File: src/rtl/uboff_pkg.sv
// Shared types, constants and layout tables for the uniform block offset packer.
package uboff_pkg;

    localparam int TYPE_W  = 5;
    localparam int COUNT_W = 8;
    localparam int FIELD_W = 16;
    localparam int MASK_W  = 4;
    localparam int SIZE_W  = 7;
    localparam int PROD_W  = SIZE_W + COUNT_W;

    localparam int S_TDATA_W = 16;
    localparam int M_TDATA_W = 56;
    localparam int M_TUSER_W = 2;

    localparam logic [TYPE_W-1:0] NUM_TYPES  = 5'd30;
    localparam logic [TYPE_W-1:0] MAT2_HALF  = 5'd24;
    localparam logic [TYPE_W-1:0] MAT2_FLOAT = 5'd27;

    localparam logic [MASK_W-1:0] STD140_ARRAY_MASK = 4'hF;
    localparam logic [SIZE_W-1:0] MAT2_STD140_SIZE  = 7'd32;
    localparam logic [SIZE_W-1:0] ELEM_MIN_SIZE     = 7'd16;
    localparam logic [MASK_W-1:0] FLIP_MASK         = 4'h7;
    localparam logic [MASK_W-1:0] FLIP_PAD          = 4'd8;

    localparam logic [FIELD_W-1:0] PUSH_LIMIT_RESET = 16'd128;

    function automatic logic [MASK_W-1:0] align_mask430(input logic [TYPE_W-1:0] t);
        logic [MASK_W-1:0] m;
        unique case (t)
            5'd0, 5'd4:                                   m = 4'h1;
            5'd1, 5'd5, 5'd8, 5'd12, 5'd16, 5'd20:        m = 4'h3;
            5'd2, 5'd3, 5'd6, 5'd7, 5'd9, 5'd13, 5'd17,
            5'd21, 5'd24, 5'd27:                          m = 4'h7;
            5'd10, 5'd11, 5'd14, 5'd15, 5'd18, 5'd19,
            5'd22, 5'd23, 5'd25, 5'd26, 5'd28, 5'd29:     m = 4'hF;
            default:                                      m = 4'h0;
        endcase
        return m;
    endfunction

    function automatic logic [SIZE_W-1:0] size430(input logic [TYPE_W-1:0] t);
        logic [SIZE_W-1:0] s;
        unique case (t)
            5'd0, 5'd4:                                   s = 7'd2;
            5'd1, 5'd5, 5'd8, 5'd12, 5'd16, 5'd20:        s = 7'd4;
            5'd2, 5'd6:                                   s = 7'd6;
            5'd3, 5'd7, 5'd9, 5'd13, 5'd17, 5'd21:        s = 7'd8;
            5'd10, 5'd14, 5'd18, 5'd22:                   s = 7'd12;
            5'd11, 5'd15, 5'd19, 5'd23, 5'd24, 5'd27:     s = 7'd16;
            5'd25, 5'd28:                                 s = 7'd48;
            5'd26, 5'd29:                                 s = 7'd64;
            default:                                      s = 7'd0;
        endcase
        return s;
    endfunction

endpackage

File: src/rtl/uboff_place.sv
// Placement of one uniform in one layout: align the running end, then add the footprint.
module uboff_place
    import uboff_pkg::*;
#(
    parameter int OFFSET_BITS = 16
) (
    input  logic [OFFSET_BITS-1:0] end_in,
    input  logic [MASK_W-1:0]      align_mask,
    input  logic [SIZE_W-1:0]      step_bytes,
    input  logic [COUNT_W-1:0]     count,
    output logic [OFFSET_BITS-1:0] offset,
    output logic [OFFSET_BITS-1:0] end_out,
    output logic                   sat
);

    localparam int EXT_W = ((OFFSET_BITS > FIELD_W) ? OFFSET_BITS : FIELD_W) + 1;

    logic [EXT_W-1:0]  omax;
    logic [EXT_W-1:0]  mask_ext;
    logic [EXT_W-1:0]  aligned;
    logic              off_sat;
    logic [COUNT_W-1:0] mult_count;
    logic [PROD_W-1:0] footprint;
    logic [EXT_W-1:0]  end_sum;
    logic              end_sat;

    assign omax     = EXT_W'({OFFSET_BITS{1'b1}});
    assign mask_ext = EXT_W'(align_mask);
    assign aligned  = (EXT_W'(end_in) + mask_ext) & ~mask_ext;
    assign off_sat  = aligned > omax;
    assign offset   = off_sat ? {OFFSET_BITS{1'b1}} : aligned[OFFSET_BITS-1:0];

    assign mult_count = (count == '0) ? COUNT_W'(1) : count;
    assign footprint  = PROD_W'(step_bytes) * PROD_W'(mult_count);
    assign end_sum    = EXT_W'(offset) + EXT_W'(footprint);
    assign end_sat    = end_sum > omax;
    assign end_out    = end_sat ? {OFFSET_BITS{1'b1}} : end_sum[OFFSET_BITS-1:0];

    assign sat = off_sat | end_sat;

endmodule

File: src/rtl/uniform_block_offset_packer.sv
// Top level of the uniform block offset packer.
// Each input transfer places one uniform under std140 and std430, and its result passes
// through the input register and then the output register. A new transfer is taken every
// cycle while the output is not held by back-pressure, with the whole
// placement (table lookup, align, one small multiply, saturating add) done between the
// input register and the output register, and the running end offsets updated as the
// result is registered. The output register holds a finished result under back-pressure
// while the input register takes the next item. Invalid type codes return bad_type and
// leave the running offsets untouched. Write push_limit_bytes only while idle.
module uniform_block_offset_packer
    import uboff_pkg::*;
#(
    parameter int OFFSET_BITS = 16,
    parameter int MAX_ARRAY   = 255
) (
    input  logic                 aclk,
    input  logic                 aresetn,
    input  logic                 cfg_wr_en,
    input  logic [FIELD_W-1:0]   cfg_wr_data,    // push_limit_bytes
    input  logic                 s_tvalid,
    output logic                 s_tready,
    input  logic [S_TDATA_W-1:0] s_tdata,        // type_code[4:0], array_count[12:5]
    input  logic                 s_tuser,        // first_of_block
    output logic                 m_tvalid,
    input  logic                 m_tready,
    output logic [M_TDATA_W-1:0] m_tdata,        // offset_std140[15:0], offset_std430[31:16],
                                                 // use_push_constants[32], flip_offset[48:33]
    output logic [M_TUSER_W-1:0] m_tuser         // bad_type[0], overflow[1]
);

    localparam int EXT_W  = ((OFFSET_BITS > FIELD_W) ? OFFSET_BITS : FIELD_W) + 1;
    localparam int WIDE_W = EXT_W - 1;

    logic                   in_valid_reg;
    logic [TYPE_W-1:0]      in_type_reg;
    logic [COUNT_W-1:0]     in_count_reg;
    logic                   in_first_reg;
    logic                   out_valid_reg;
    logic [M_TDATA_W-1:0]   out_tdata_reg;
    logic [M_TUSER_W-1:0]   out_tuser_reg;
    logic [OFFSET_BITS-1:0] end140_reg;
    logic [OFFSET_BITS-1:0] end430_reg;
    logic [FIELD_W-1:0]     push_limit_reg;

    logic                   advance;
    logic                   bad;
    logic                   is_mat2;
    logic                   is_array;
    logic [COUNT_W-1:0]     count_eff;
    logic [MASK_W-1:0]      mask430;
    logic [MASK_W-1:0]      mask140;
    logic [SIZE_W-1:0]      sz430;
    logic [SIZE_W-1:0]      sz140;
    logic [SIZE_W-1:0]      step430;
    logic [SIZE_W-1:0]      step140;
    logic [OFFSET_BITS-1:0] base140;
    logic [OFFSET_BITS-1:0] base430;
    logic [OFFSET_BITS-1:0] off140;
    logic [OFFSET_BITS-1:0] off430;
    logic [OFFSET_BITS-1:0] new140;
    logic [OFFSET_BITS-1:0] new430;
    logic                   sat140;
    logic                   sat430;
    logic                   push;
    logic [OFFSET_BITS-1:0] chosen;
    logic [EXT_W-1:0]       flip_sum;
    logic [OFFSET_BITS-1:0] flip;
    logic [WIDE_W-1:0]      off140_w;
    logic [WIDE_W-1:0]      off430_w;
    logic [WIDE_W-1:0]      flip_w;
    logic [M_TDATA_W-1:0]   out_tdata_next;
    logic [M_TUSER_W-1:0]   out_tuser_next;
    logic [OFFSET_BITS-1:0] end140_next;
    logic [OFFSET_BITS-1:0] end430_next;

    assign advance  = in_valid_reg & (~out_valid_reg | m_tready);
    assign s_tready = ~in_valid_reg | advance;

    assign bad       = in_type_reg >= NUM_TYPES;
    assign is_mat2   = (in_type_reg == MAT2_HALF) || (in_type_reg == MAT2_FLOAT);
    assign count_eff = (int'(in_count_reg) > MAX_ARRAY) ? COUNT_W'(MAX_ARRAY) : in_count_reg;
    assign is_array  = count_eff != '0;

    assign mask430 = align_mask430(in_type_reg);
    assign sz430   = size430(in_type_reg);
    assign mask140 = (is_array | is_mat2) ? STD140_ARRAY_MASK : mask430;
    assign sz140   = is_mat2 ? MAT2_STD140_SIZE : sz430;
    assign step430 = (is_array && sz430 < ELEM_MIN_SIZE) ? ELEM_MIN_SIZE : sz430;
    assign step140 = (is_array && sz140 < ELEM_MIN_SIZE) ? ELEM_MIN_SIZE : sz140;

    assign base140 = in_first_reg ? '0 : end140_reg;
    assign base430 = in_first_reg ? '0 : end430_reg;

    uboff_place #(.OFFSET_BITS(OFFSET_BITS)) u_place140 (
        .end_in     (base140),
        .align_mask (mask140),
        .step_bytes (step140),
        .count      (count_eff),
        .offset     (off140),
        .end_out    (new140),
        .sat        (sat140)
    );

    uboff_place #(.OFFSET_BITS(OFFSET_BITS)) u_place430 (
        .end_in     (base430),
        .align_mask (mask430),
        .step_bytes (step430),
        .count      (count_eff),
        .offset     (off430),
        .end_out    (new430),
        .sat        (sat430)
    );

    assign push = (new430 != '0) &&
                  ((EXT_W'(new430) + EXT_W'(FLIP_PAD)) <= EXT_W'(push_limit_reg));
    assign chosen   = push ? new430 : new140;
    assign flip_sum = (EXT_W'(chosen) + EXT_W'(FLIP_MASK)) & ~EXT_W'(FLIP_MASK);
    assign flip     = (flip_sum > EXT_W'({OFFSET_BITS{1'b1}})) ?
                      {OFFSET_BITS{1'b1}} : flip_sum[OFFSET_BITS-1:0];

    assign off140_w = WIDE_W'(off140);
    assign off430_w = WIDE_W'(off430);
    assign flip_w   = WIDE_W'(flip);

    always_comb begin
        if (bad) begin
            out_tdata_next = '0;
            out_tuser_next = M_TUSER_W'(1);
            end140_next    = end140_reg;
            end430_next    = end430_reg;
        end else begin
            out_tdata_next = {7'd0, flip_w[FIELD_W-1:0], push,
                              off430_w[FIELD_W-1:0], off140_w[FIELD_W-1:0]};
            out_tuser_next = {sat140 | sat430, 1'b0};
            end140_next    = new140;
            end430_next    = new430;
        end
    end

    always_ff @(posedge aclk) begin
        if (!aresetn) begin
            in_valid_reg   <= 1'b0;
            out_valid_reg  <= 1'b0;
            end140_reg     <= '0;
            end430_reg     <= '0;
            push_limit_reg <= PUSH_LIMIT_RESET;
        end else begin
            if (cfg_wr_en) begin
                push_limit_reg <= cfg_wr_data;
            end
            if (s_tready) begin
                in_valid_reg <= s_tvalid;
            end
            if (advance) begin
                out_valid_reg <= 1'b1;
                end140_reg    <= end140_next;
                end430_reg    <= end430_next;
            end else if (m_tready) begin
                out_valid_reg <= 1'b0;
            end
        end
    end

    always_ff @(posedge aclk) begin
        if (s_tready && s_tvalid) begin
            in_type_reg  <= s_tdata[TYPE_W-1:0];
            in_count_reg <= s_tdata[TYPE_W+COUNT_W-1:TYPE_W];
            in_first_reg <= s_tuser;
        end
        if (advance) begin
            out_tdata_reg <= out_tdata_next;
            out_tuser_reg <= out_tuser_next;
        end
    end

    assign m_tvalid = out_valid_reg;
    assign m_tdata  = out_tdata_reg;
    assign m_tuser  = out_tuser_reg;

endmodule

File: config.mk
export PLATFORM = sky130hd
export DESIGN_NAME = uniform_block_offset_packer
export DESIGN_NICKNAME = d
export VERILOG_FILES = /design/src/rtl/uboff_pkg.sv /design/src/rtl/uboff_place.sv /design/src/rtl/uniform_block_offset_packer.sv
export SDC_FILE = /design/constraint.sdc
export NUM_CORES = 1
export LEC_CHECK = 0
export ABC_AREA = 1
export BUFFER_PORTS_ARGS = -buffer_cell sky130_fd_sc_hd__buf_2
export CAP_MARGIN = 5
export CORE_MARGIN = 2
export CORE_UTILIZATION = 50
export DETAILED_ROUTE_END_ITERATION = 16
export MAX_ROUTING_LAYER = met4
export PLACE_DENSITY = 0.77
export SYNTH_ARGS = -nofsm -noshare
export SYNTH_HDL_FRONTEND = slang
export SYNTH_SLANG_ARGS = --single-unit
File: constraint.sdc
create_clock -name aclk -period 10.4 [get_ports aclk]
set_input_delay 2.08 -clock aclk [delete_from_list [all_inputs] [get_ports aclk]]
set_output_delay 2.08 -clock aclk [all_outputs]
set_load 0.02 [all_outputs]
==> results.json <==
{
  "peakVddDrop_mv": 0.1281,
  "dpl.hpwl_mm": 23.35,
  "globalplace.congestion": 0.9560,
  "holdWs_ns": 0.4715,
  "ys_top_cells_by_count": "inv_1 (365), nand2_1 (326), nor2_1 (168)",
  "postPlaceCellArea_um2": 12460,
  "outcome": "completed",
  "antenna_found_initial": 0,
  "wl_mm": 29.31,
  "synth_top_area_cell": "edfxtp_1",
  "cts_root_buffer": "clkbuf_16",
  "worst_pin_slew_ns": 1.175,
  "holdBufCountCts": 0,
  "dieArea_um2": 24970,
  "grt_pass1_wl_mm": 47.59,
  "dominantRegCellSynth": "edfxtp_1",
  "relSlewSlack": 0.2161,
  "crit_family": "simple AND/OR/NAND/NOR gates",
  "cap_viol_max_count": 0,
  "worstSetupEndpointType": "flop",
  "initial_core_util": 0.5068,
  "grt_overflow": 0,
  "rows": 56,
  "p_total_mw": 2.557,
  "setup_violations": 0,
  "wl_per_cell_um": 14.54,
  "drive_above_1_share": 0.1014,
  "yosys_warnings": 0,
  "drc": 0,
  "crit_path_max_fanout": 28,
  "vias": 10290,
  "numPortBuffers": 87,
  "fin_nets": 1904,
  "grt_max_degree": 57,
  "synth-seq-cells": 123,
  "synth_edf_count": 63,
  "fin_crit_ns": 9.506,
  "critPathRequiredTime_ns": 10.58,
  "h-tree-depth": 4,
  "diodes": 0,
  "async_flop_share": 0,
  "largest_register_ffs": 47,
  "skew_ns": 0.009048,
  "cp.arrival_ns": 9.68,
  "dp.cells": 1984,
  "post-route-period-util": 0.9141,
  "cpPeakStageDelay_ns": 0.55,
  "synth.distinct_cells": 48,
  "startpoint_type": "flop",
  "syn_area_um2": 11860,
  "finalSetupTns_ns": 0,
  "synth.most_common_cell": "inv_1",
  "ios": 98,
  "clock_latency_ns": 0.43,
  "worstSetupPathType": "reg2reg",
  "final_util": 0.5576,
  "power.leakage_nw": 7.062,
  "cts_sinks": 123,
  "cts_tree": "done",
  "min_path_type": "reg2reg",
  "core_region_area_um2": 23400,
  "die_h_um": 158.0,
  "cp_slowest_cell": "fa_1",
  "crit_buf_inv": 10,
  "die_w_um": 158.0,
  "syn_avg_cell_area_um2": 7.331,
  "powerDensity_nw_per_um2": 195.9,
  "clk_pin_slew_ns": 0.06,
  "drv_slew": 0,
  "dp_slack_ns": 1.101,
  "grt_pass1_vias": 9647,
  "synthDominantCellAreaShare": 0.1595,
  "cts_resized": 0,
  "synth_seq_area_share": 0.2608,
  "cts_buffer_depth": 2,
  "drtAntennaViolNets": 0,
  "drt_iter0_drc": 937,
  "fin_cells": 2016,
  "cts_buffers": 17,
  "fin_area_um2": 13050,
  "ys_top_cells_by_area": "edfxtp_1 (16%), fa_1 (12%), ha_1 (12%), inv_1 (12%), nand2_1 (10%)",
  "rsz0062_at_grt": "no",
  "finalHoldViolations": 0,
  "postCtsSetupBuffers": 0,
  "dr.pass1.iters": 7,
  "area_growth_pct": 10.01,
  "layout_setup_ws_ns": 0.8936,
  "max_freq_mhz": 105.2,
  "synth_cells": 1618,
  "track_usage": 0.2520,
  "vias_per_cell": 5.105
}
[path summary, 6_finish.rpt]
check / startpoint / to / slack (ns) / cells past startpoint
max: in_first_reg / m_tdata[44] / 0.89 / 50
min reg2reg: push_limit_reg[8] / push_limit_reg[8] / 0.47 / 2
min: push_limit_reg[8] / push_limit_reg[8] / 0.47 / 2
max reg2reg: in_first_reg / m_tdata[44] / 0.89 / 50
[placed cells by master, fill, tap and decap left out, drive strengths merged, types with 4 or more instances in the layout]
| cell type | synthesis | routed |
|---|---|---|
| conb | 1 | 7 |
| xnor2 | 7 | 7 |
| nand2 | 342 | 342 |
| buf | 25 | 91 |
| xor2 | 33 | 33 |
| edfxtp | 63 | 63 |
| or2 | 8 | 8 |
| a21oi | 100 | 100 |
| nor3b | 6 | 6 |
| nand3 | 56 | 56 |
| clkbuf | 25 | 22 |
| nor3 | 18 | 18 |
| a31oi | 4 | 4 |
| nor4 | 5 | 5 |
| ha | 110 | 110 |
| nor2 | 180 | 180 |
| inv | 368 | 374 |
| fa | 72 | 72 |
| dfxtp | 60 | 60 |
| nand4 | 34 | 34 |
| o21ai | 79 | 79 |
[cell type report]
type / count / area (µm²)
clock buffers: 22 / 485.5
inverters: 368 / 1381
fillers: 2238 / 10350
well taps: 319 / 399.1
flip-flops and latches: 123 / 3093
multi-input cells: 1083 / 7123
clock inverters: 10 / 101.3
repair buffers: 91 / 465.4
[worst min-delay path: stages (launching register included)]
cell,delay [ns]
dfxtp_1,0.30
inv_1,0.07
a21oi_1,0.06
[where the power goes]
| group | internal (mW) | switching, mW |
|---|---|---|
| combinational | 0.457 | 0.897 |
| clock | 0.359 | 0.242 |
| sequential | 0.580 | 0.0227 |
[per-layer routing]
layer  global-route usage  wire length, µm
met2               0.4087            13740
met1               0.3290            13190
met3              0.02956             1566
met5                    -                0
met4              0.08580              809
[logic make-up after synthesis]
logic type	after synthesis	share of synthesized area
compound gates	201	0.08945
xor+xnor	40	0.02954
fa+ha+maj	182	0.2376
buf+inv	418	0.1411
flops	123	0.2608
other cells	1	0.0003162
simple gates	653	0.2412
Note: power is estimated with default switching activity, not from simulation.
